**src/tdsd_pkg.sv**
```systemverilog
`default_nettype none

package tdsd_pkg;

    localparam int PWM_STEPS  = 32;
    localparam int NUM_DIGITS = 3;

    localparam int PHASE_W  = (PWM_STEPS > 1) ? $clog2(PWM_STEPS) : 1;
    localparam int BRIGHT_W = 6;
    localparam int CMP_W    = (PHASE_W > BRIGHT_W) ? PHASE_W : BRIGHT_W;
    localparam int SCORE_W  = 10;
    localparam int CFG_IDX_W = 2;

    localparam logic [PHASE_W-1:0]  PHASE_LAST    = PHASE_W'(PWM_STEPS - 1);
    localparam logic [BRIGHT_W-1:0] BRIGHT_RESET  = 6'd32;
    localparam logic [SCORE_W-1:0]  SCORE_MAX     = 10'd999;

    localparam logic [1:0] SLOT_ONES     = 2'd0;
    localparam logic [1:0] SLOT_TENS     = 2'd1;
    localparam logic [1:0] SLOT_HUNDREDS = 2'(NUM_DIGITS - 1);

    localparam logic [1:0] BYTES_PER_WORD = 2'd2;

    localparam logic [CFG_IDX_W-1:0] REG_BRIGHT_ONES     = 2'd0;
    localparam logic [CFG_IDX_W-1:0] REG_BRIGHT_TENS     = 2'd1;
    localparam logic [CFG_IDX_W-1:0] REG_BRIGHT_HUNDREDS = 2'd2;

    localparam logic [2:0] EN_ONES     = 3'b110;
    localparam logic [2:0] EN_TENS     = 3'b101;
    localparam logic [2:0] EN_HUNDREDS = 3'b011;
    localparam logic [2:0] EN_OFF      = 3'b111;
    localparam logic [6:0] SEG_OFF     = 7'h7F;

    typedef enum logic [1:0] {
        OP_TICK    = 2'd0,
        OP_BUTTONS = 2'd1,
        OP_ADDRESS = 2'd2,
        OP_DATA    = 2'd3
    } opcode_t;

    typedef struct packed {
        opcode_t     opcode;
        logic [5:0]  buttons;
        logic [7:0]  data_byte;
    } in_item_t;

    typedef struct packed {
        logic [2:0]         digit_enable_n;
        logic [6:0]         segments_n;
        logic [SCORE_W-1:0] score_value;
        logic               overflow;
    } out_item_t;

    typedef struct packed {
        logic [3:0] hundreds;
        logic [3:0] tens;
        logic [3:0] ones;
    } bcd_t;

    typedef struct packed {
        bcd_t               score;
        logic [1:0]         slot;
        logic [PHASE_W-1:0] phase;
        logic [7:0]         low_byte;
        logic [7:0]         high_byte;
        logic [1:0]         byte_count;
    } state_t;

    typedef struct packed {
        logic [BRIGHT_W-1:0] ones;
        logic [BRIGHT_W-1:0] tens;
        logic [BRIGHT_W-1:0] hundreds;
    } bright_t;

    function automatic logic [6:0] seg_decode(input logic [3:0] digit);
        logic [6:0] seg;
        case (digit)
            4'd0:    seg = 7'b1000000;
            4'd1:    seg = 7'b1111001;
            4'd2:    seg = 7'b0100100;
            4'd3:    seg = 7'b0110000;
            4'd4:    seg = 7'b0011001;
            4'd5:    seg = 7'b0010010;
            4'd6:    seg = 7'b0000010;
            4'd7:    seg = 7'b1111000;
            4'd8:    seg = 7'b0000000;
            4'd9:    seg = 7'b0010000;
            default: seg = SEG_OFF;
        endcase
        return seg;
    endfunction

    function automatic logic [3:0] digit_step(input logic [3:0] d, input logic up,
                                              input logic down);
        logic [3:0] r;
        r = d;
        if (up && !down) begin
            r = (d >= 4'd9) ? 4'd0 : d + 4'd1;
        end else if (down && !up) begin
            r = (d == 4'd0) ? 4'd9 : d - 4'd1;
        end
        return r;
    endfunction

    // The value is at most 999, so the hundreds and tens digits are each found by nine parallel compares.
    function automatic bcd_t bin_to_bcd(input logic [SCORE_W-1:0] v);
        bcd_t       r;
        logic [3:0] h;
        logic [3:0] t;
        logic [6:0] rem_h;
        logic [3:0] rem_t;
        h = 4'd0;
        for (int k = 1; k <= 9; k++) begin
            if (v >= SCORE_W'(k * 100)) begin
                h = 4'(k);
            end
        end
        rem_h = 7'(v - SCORE_W'(h) * SCORE_W'(100));
        t = 4'd0;
        for (int k = 1; k <= 9; k++) begin
            if (rem_h >= 7'(k * 10)) begin
                t = 4'(k);
            end
        end
        rem_t = 4'(rem_h - 7'(t) * 7'd10);
        r.hundreds = h;
        r.tens     = t;
        r.ones     = rem_t;
        return r;
    endfunction

    function automatic logic [SCORE_W-1:0] bcd_to_bin(input bcd_t b);
        return SCORE_W'(b.hundreds) * SCORE_W'(100) + SCORE_W'(b.tens) * SCORE_W'(10)
             + SCORE_W'(b.ones);
    endfunction

endpackage

`default_nettype wire

```
**src/tdsd_update.sv**
```systemverilog
`default_nettype none

module tdsd_update (
    input  wire tdsd_pkg::in_item_t  item,
    input  wire tdsd_pkg::state_t    state,
    input  wire tdsd_pkg::bright_t   bright,
    output tdsd_pkg::state_t         state_next,
    output tdsd_pkg::out_item_t      result_next
);

    logic [15:0]                     word;
    logic [tdsd_pkg::SCORE_W-1:0]    word_sat;
    logic                            ovf;
    logic [tdsd_pkg::BRIGHT_W-1:0]   sel_bright;
    logic [3:0]                      sel_digit;
    logic [2:0]                      sel_enable;
    logic                            lit;

    always_comb
    begin
        state_next = state;
        ovf        = 1'b0;
        word       = {state.high_byte, state.low_byte};
        word_sat   = tdsd_pkg::SCORE_MAX;
        unique case (item.opcode)
            tdsd_pkg::OP_TICK:
            begin
                if (state.phase == tdsd_pkg::PHASE_LAST)
                begin
                    state_next.phase = '0;
                    state_next.slot  = (state.slot >= tdsd_pkg::SLOT_HUNDREDS)
                                     ? tdsd_pkg::SLOT_ONES : state.slot + 2'd1;
                end
                else
                begin
                    state_next.phase = state.phase + tdsd_pkg::PHASE_W'(1);
                end
            end
            tdsd_pkg::OP_BUTTONS:
            begin
                state_next.score.ones     = tdsd_pkg::digit_step(state.score.ones,
                                                item.buttons[0], item.buttons[1]);
                state_next.score.tens     = tdsd_pkg::digit_step(state.score.tens,
                                                item.buttons[2], item.buttons[3]);
                state_next.score.hundreds = tdsd_pkg::digit_step(state.score.hundreds,
                                                item.buttons[4], item.buttons[5]);
            end
            tdsd_pkg::OP_ADDRESS:
            begin
                state_next.byte_count = 2'd0;
            end
            tdsd_pkg::OP_DATA:
            begin
                if (state.byte_count < tdsd_pkg::BYTES_PER_WORD)
                begin
                    if (state.byte_count == 2'd0)
                    begin
                        state_next.low_byte = item.data_byte;
                    end
                    else
                    begin
                        state_next.high_byte = item.data_byte;
                    end
                    state_next.byte_count = state.byte_count + 2'd1;
                    word = {state_next.high_byte, state_next.low_byte};
                    if (word > 16'(tdsd_pkg::SCORE_MAX))
                    begin
                        ovf = 1'b1;
                    end
                    else
                    begin
                        word_sat = word[tdsd_pkg::SCORE_W-1:0];
                    end
                    state_next.score = tdsd_pkg::bin_to_bcd(word_sat);
                end
            end
        endcase
    end

    always_comb
    begin
        unique case (state_next.slot)
            tdsd_pkg::SLOT_TENS:
            begin
                sel_bright = bright.tens;
                sel_digit  = state_next.score.tens;
                sel_enable = tdsd_pkg::EN_TENS;
            end
            tdsd_pkg::SLOT_HUNDREDS:
            begin
                sel_bright = bright.hundreds;
                sel_digit  = state_next.score.hundreds;
                sel_enable = tdsd_pkg::EN_HUNDREDS;
            end
            default:
            begin
                sel_bright = bright.ones;
                sel_digit  = state_next.score.ones;
                sel_enable = tdsd_pkg::EN_ONES;
            end
        endcase
        lit = tdsd_pkg::CMP_W'(state_next.phase) < tdsd_pkg::CMP_W'(sel_bright);
        result_next.digit_enable_n = lit ? sel_enable : tdsd_pkg::EN_OFF;
        result_next.segments_n     = lit ? tdsd_pkg::seg_decode(sel_digit)
                                         : tdsd_pkg::SEG_OFF;
        result_next.score_value    = tdsd_pkg::bcd_to_bin(state_next.score);
        result_next.overflow       = ovf;
    end

endmodule

`default_nettype wire

```
**src/three_digit_score_display_driver.sv**
```systemverilog
// Three-digit score display driver for a multiplexed common-anode display.
// Requests arrive on the in channel (in_valid, in_stall, in_item): a tick
// advances the brightness phase and the digit scan, a button request steps the
// decimal digits, and bus address and data bytes write the score.
// Every accepted request yields exactly one result on the out channel
// (out_valid, out_stall, out_item) with the digit selects, the segment pattern,
// the score and the saturation flag, all taken from the state after the request.
// An accepted request is held in the input register, and its result is registered in
// the result register through the single update stage between them; one request is taken
// in every cycle while the receiver does not stall.
// While the receiver stalls, the result is held and one further request waits
// in the input register; after that in_stall rises until the result is taken.
// Brightness registers are written on the cfg channel, which is always ready;
// an index beyond the three registers is ignored.
// Reset clears the score, the byte latches and the scan to the ones digit at
// phase zero, and sets all three brightness values to 32.
`default_nettype none

module three_digit_score_display_driver (
    input  wire                                     clk,
    input  wire                                     rst_n,
    input  wire                                     in_valid,
    output logic                                    in_stall,
    input  wire tdsd_pkg::in_item_t                 in_item,
    output logic                                    out_valid,
    input  wire                                     out_stall,
    output tdsd_pkg::out_item_t                     out_item,
    input  wire                                     cfg_valid,
    output logic                                    cfg_ready,
    input  wire [tdsd_pkg::CFG_IDX_W-1:0]           cfg_index,
    input  wire [tdsd_pkg::BRIGHT_W-1:0]            cfg_data
);

    tdsd_pkg::bright_t    bright_reg;
    tdsd_pkg::state_t     state_reg;
    tdsd_pkg::state_t     state_next;
    tdsd_pkg::in_item_t   in_item_reg;
    tdsd_pkg::out_item_t  out_item_reg;
    tdsd_pkg::out_item_t  out_item_next;
    logic                 in_valid_reg;
    logic                 out_valid_reg;
    logic                 advance;
    logic                 take_in;

    assign advance   = in_valid_reg && (!out_valid_reg || !out_stall);
    assign in_stall  = in_valid_reg && !advance;
    assign take_in   = in_valid && !in_stall;
    assign out_valid = out_valid_reg;
    assign out_item  = out_item_reg;
    assign cfg_ready = 1'b1;

    tdsd_update u_update (
        .item        (in_item_reg),
        .state       (state_reg),
        .bright      (bright_reg),
        .state_next  (state_next),
        .result_next (out_item_next)
    );

    always_ff @(posedge clk or negedge rst_n)
    begin
        if (!rst_n)
        begin
            bright_reg.ones     <= tdsd_pkg::BRIGHT_RESET;
            bright_reg.tens     <= tdsd_pkg::BRIGHT_RESET;
            bright_reg.hundreds <= tdsd_pkg::BRIGHT_RESET;
        end
        else if (cfg_valid && cfg_ready)
        begin
            unique case (cfg_index)
                tdsd_pkg::REG_BRIGHT_ONES:     bright_reg.ones     <= cfg_data;
                tdsd_pkg::REG_BRIGHT_TENS:     bright_reg.tens     <= cfg_data;
                tdsd_pkg::REG_BRIGHT_HUNDREDS: bright_reg.hundreds <= cfg_data;
                default:                       bright_reg          <= bright_reg;
            endcase
        end
    end

    always_ff @(posedge clk or negedge rst_n)
    begin
        if (!rst_n)
        begin
            state_reg.score      <= '0;
            state_reg.slot       <= tdsd_pkg::SLOT_ONES;
            state_reg.phase      <= '0;
            state_reg.low_byte   <= '0;
            state_reg.high_byte  <= '0;
            state_reg.byte_count <= '0;
            in_valid_reg         <= 1'b0;
            out_valid_reg        <= 1'b0;
        end
        else
        begin
            if (advance)
            begin
                state_reg <= state_next;
            end
            if (take_in)
            begin
                in_valid_reg <= 1'b1;
            end
            else if (advance)
            begin
                in_valid_reg <= 1'b0;
            end
            if (advance)
            begin
                out_valid_reg <= 1'b1;
            end
            else if (!out_stall)
            begin
                out_valid_reg <= 1'b0;
            end
        end
    end

    always_ff @(posedge clk or negedge rst_n)
    begin
        if (!rst_n)
        begin
            in_item_reg  <= '0;
            out_item_reg <= '0;
        end
        else
        begin
            if (take_in)
            begin
                in_item_reg <= in_item;
            end
            if (advance)
            begin
                out_item_reg <= out_item_next;
            end
        end
    end

    // The score held in decimal digits never leaves the range of a digit.
    a_digits_decimal: assert property (@(posedge clk) disable iff (!rst_n)
        state_reg.score.ones <= 4'd9 && state_reg.score.tens <= 4'd9
        && state_reg.score.hundreds <= 4'd9)
        else $error("score digit out of decimal range");

    a_slot_valid: assert property (@(posedge clk) disable iff (!rst_n)
        state_reg.slot != 2'd3)
        else $error("scan slot reached an unused value");

    a_overflow_saturates: assert property (@(posedge clk) disable iff (!rst_n)
        out_valid && out_item.overflow |-> out_item.score_value == tdsd_pkg::SCORE_MAX)
        else $error("overflow flagged without a saturated score");

    a_dark_consistent: assert property (@(posedge clk) disable iff (!rst_n)
        out_valid |-> ((out_item.digit_enable_n == tdsd_pkg::EN_OFF)
                       == (out_item.segments_n == tdsd_pkg::SEG_OFF))
                      && $onehot0(~out_item.digit_enable_n))
        else $error("digit selects and segments disagree");

    a_stall_cause: assert property (@(posedge clk) disable iff (!rst_n)
        in_stall |-> out_valid && out_stall && in_valid_reg)
        else $error("input stalled while the result register could move");

endmodule

`default_nettype wire

```
**config.mk**
```make
export PLATFORM = sky130hd
export DESIGN_NAME = three_digit_score_display_driver
export DESIGN_NICKNAME = d
export VERILOG_FILES = /design/src/tdsd_pkg.sv /design/src/tdsd_update.sv /design/src/three_digit_score_display_driver.sv
export SDC_FILE = /design/constraint.sdc
export NUM_CORES = 1
export LEC_CHECK = 0
export BUFFER_PORTS_ARGS = -buffer_cell sky130_fd_sc_hd__buf_2
export CAP_MARGIN = 10
export CORE_UTILIZATION = 30
export CTS_CLUSTER_DIAMETER = 120
export DETAILED_ROUTE_END_ITERATION = 7
export GPL_TIMING_DRIVEN = 0
export SYNTH_ARGS = -nofsm -noshare
export SYNTH_HDL_FRONTEND = slang
export SYNTH_HIERARCHICAL = 1
export SYNTH_SLANG_ARGS = --single-unit
```
**constraint.sdc**
```tcl
create_clock -name clk -period 26.3 [get_ports clk]
set_input_delay 1.315 -clock clk [delete_from_list [all_inputs] [get_ports clk]]
set_output_delay 1.315 -clock clk [all_outputs]
set_load 0.02 [all_outputs]
```
==> summary by stage <==
Status
The run finished with clean final reports.

Placement
After detailed placement, the total cell area comes to 8574 sq um. At the end of routability-driven placement, the weighted congestion stood at 0.8774. After legalization and detailed placement, the total HPWL measured around 15,000 um. Buffers placed on the I/O ports in this run total 50.

Cells and area
The area growth from synthesis to layout is 12.61%. At the end of the flow, the number of nets in the layout was 974. The area of all placed cells without fillers is 8875 sq um.

Of the cells placed in the final design, the portion with a size suffix greater than 1 is 0.2340. The register with the most flip-flops in the layout has 37 of them. The count of antenna diodes in the layout is 0.

Floorplanning
The core region is 25,470 sq um. Measured along the x axis, the die boundary spans 164.1 um. Measured along the y axis, the die boundary spans 164.1 um. In this run the count of I/O pins placed on the die edge is 53. The area enclosed by the die boundary is 26,920 sq um. For this configuration, the core starts out at a cell density of 0.3094.

The row count is 58.

Detailed routing
The final wirelength is between 20,000 and 25,000 um. The remaining number of nets flagged by the antenna check after routing is 0. The via count is 6,560.

Dividing the detail-routed wire length by the instance count gives 17.11 um. In this run, the number of DRC markers left after iteration 0 of detailed routing was 592. The post-route DRC violation count is 0.

The per-cell via count in the routed design is 5.381. The first detailed-routing pass ran for 5 iterations.

Critical path
The type of origin of the critical path is a flop. In this design, the stage delay of the slowest critical-path cell is 0.59 ns. The family with the most delay on the worst path is compound AO/OA/AOI/OAI gates. At the worst endpoint, the required time is 26.54 ns. The worst setup path is captured at a flop. The critical path contains buffers and inverters numbering 11 combined. The arrival time at the worst endpoint is 10.48 ns. The largest driver fanout on the critical path is 10. The slowest stage cell on the critical path is or4_4.

The worst setup path is of the reg2reg kind.

Yosys
The largest family of logic cells by synthesized area is compound AO/OA/AOI/OAI gates. Of the total synthesized cell area, the portion taken by full adders, half adders and majority gates is 0.1035. The share of synthesized flip-flops with an asynchronous set or reset is 1.000. Counting every net in the synthesized netlist gives around 900. The yosys synthesis warning count is 6. Of the total synthesized cell area, the portion taken by XOR and XNOR cells is 0.02604. The number of enable-type register cells in the synthesized netlist is 0. The portion of the post-synthesis area used by sequential elements is 0.2989.

By area the synthesized netlist is led by dfrtp_1, mux2_2, ha_1, mux2_4, nand2_1. The fraction of the mapped netlist area in compound gates is 0.1959. Summing every instance area after synthesis gives roughly 8000 sq um. Counting flops and latches in the post-synthesis netlist gives between 90 and 100. The synthesized area per cell is 9.588 sq um.

In the synthesized netlist the dominant register cell turns out to be dfrtp_1. Summed over all instances, the cell type with the most area after synthesis is dfrtp_1. The proportion of netlist area held by the largest area contributor is 0.2889.

Synthesis produced 822 cells. Of the total synthesized cell area, the portion taken by AND, OR, NAND and NOR gates is 0.1551. The commonest cells after synthesis are dfrtp_1, nand2_1, mux2_2.

The most instantiated library cell after synthesis is dfrtp_1. The number of unique standard cell types used by synthesis is 88. The portion of synthesized area spent on multiplexers is 0.1624.

CTS
Buffers inserted during clock tree synthesis total 9. TritonCTS built the clock tree. Clock tree synthesis found a total of 94 sinks. The root buffer cell chosen for the clock tree is clkbuf_16. The clock reaches the later pin of the worst-skew pair after around 0.36 ns.

The clock passes through at most 2 buffers. The number of hold-repair buffers added at the cts stage is 0. The number of levels in the clock H-tree is 3. The number of gates resized after cts is 0. The post-CTS setup-driven buffer insertion count is 0. The clock-pin slew reported for the worst setup and hold paths after clock tree synthesis is roughly 0.08 ns.

Flow run
Max-cap violations in this run came to 0.

Timing
The clock skew after layout is 0.01604 ns. The maximum clock frequency is 97.64 MHz. The count of endpoints failing hold in the final timing report was 0. The number of slew-limit violations in the final report is 0. The sum of negative setup slack is 0 ns. The minimum period implied by the final worst setup slack is 10.24 ns. The share of the clock period used by the worst path after layout is 0.3894. The final hold slack is 0.5075 ns. Setup violations remaining at the end of the flow were counted as 0. Setup repair after global routing left no endpoint under its margin. The worst-case headroom to the max-slew limit is 0.4032. The worst-margin pin slew is just under 0.9 ns.

Global routing
The via count of the first global-routing pass is 6,358. Entering global routing, the biggest net connects 53 pins. The aggregate global-route resource usage is 0.1593. The initial antenna violation count came to 0.

The wire length of the first global-routing pass is 33,800 um. The residual overflow from global routing is 0.

Min path
The classification of the worst-slack hold path is reg2reg.
-- worst paths after layout --
path	to	depth (start not counted)	slack, ns	startpoint
setup reg to reg	out_item[10]$_DFFE_PN0P_	43	16.06	state_reg[1]$_DFFE_PN0P_
setup / recovery	out_item[10]$_DFFE_PN0P_	43	16.06	state_reg[1]$_DFFE_PN0P_
max in group asynchronous	bright_reg[17]$_DFFE_PN1P_	2	24.60	rst_n
hold reg to reg	out_item[18]$_DFFE_PN0P_	1	0.51	out_item[18]$_DFFE_PN0P_
min in group asynchronous	in_valid_reg$_DFFE_PN0P_	1	0.97	rst_n
hold / removal	out_item[18]$_DFFE_PN0P_	1	0.51	out_item[18]$_DFFE_PN0P_
-- layer usage --
layer / routed length, um / GRT usage / up-vias
met3: 1180 / 0.02677 / 15
met5: 0 / 0 / -
met1: 10280 / 0.2293 / 3183
li1: - / - / 3161
met4: 217 / 0.03283 / 0
met2: 9187 / 0.2486 / 201
-- area by class of cell --
class,instances,area (sq um)
Buffer,44,270.3
Clock buffer,9,225.2
Clock inverter,7,75.07
Fill cell,2606,16600
Inverter,49,183.9
Multi-Input combinational cell,635,5071
Sequential cell,94,2356
Tap cell,330,412.9
Timing Repair Buffer,51,280.3
-- placed cells by master (no fill, tap or decap), types with 6 or more instances in the layout --
| cell type | count |
|---|---|
| inv_1 | 49 |
| nand3b_1 | 8 |
| nor2_1 | 44 |
| xor2_1 | 6 |
| clkbuf_16 | 9 |
| a31oi_1 | 8 |
| a21o_1 | 9 |
| mux2_2 | 66 |
| nand2b_1 | 29 |
| buf_4 | 8 |
| o22ai_1 | 10 |
| or2_2 | 6 |
| o21ai_0 | 40 |
| mux2_4 | 20 |
| buf_2 | 56 |
| nand2_1 | 68 |
| o21bai_1 | 8 |
| nand4_1 | 18 |
| nor3_1 | 9 |
| mux2i_1 | 18 |
| o211ai_1 | 21 |
| nand3_1 | 13 |
| a211oi_1 | 8 |
| dfrtp_1 | 91 |
| ha_1 | 54 |
| a21oi_1 | 32 |
| nor2b_1 | 12 |
| o31ai_1 | 9 |
| xnor2_1 | 9 |
| a221o_1 | 9 |
| clkbuf_1 | 21 |
| fa_1 | 7 |
-- kinds of logic (layout without fill, tap and decap cells) --
family | count (synthesis) | after routing
buf+inv | 93 | 160
simple gates | 236 | 236
flops | 94 | 94
xor+xnor | 18 | 18
other cells | 1 | 1
fa+ha+maj | 61 | 61
compound gates | 210 | 210
mux | 109 | 109
-- through the flow --
stage / instances / setup WS (ns) / util
final: 1219 / 16.06 / 0.3484
after global routing: 1219 / 15.34 / 0.3484
after CTS: 1219 / 16.11 / 0.3484
after detailed placement: 1203 / 16.19 / 0.3366
after global placement: 1202 / 16.23 / 0.3354
after floorplan: 822 / 17.68 / -
Power is left out: the tool's default activity adds up to more than one toggle a clock period on the data nets, which glitch-free logic cannot reach.
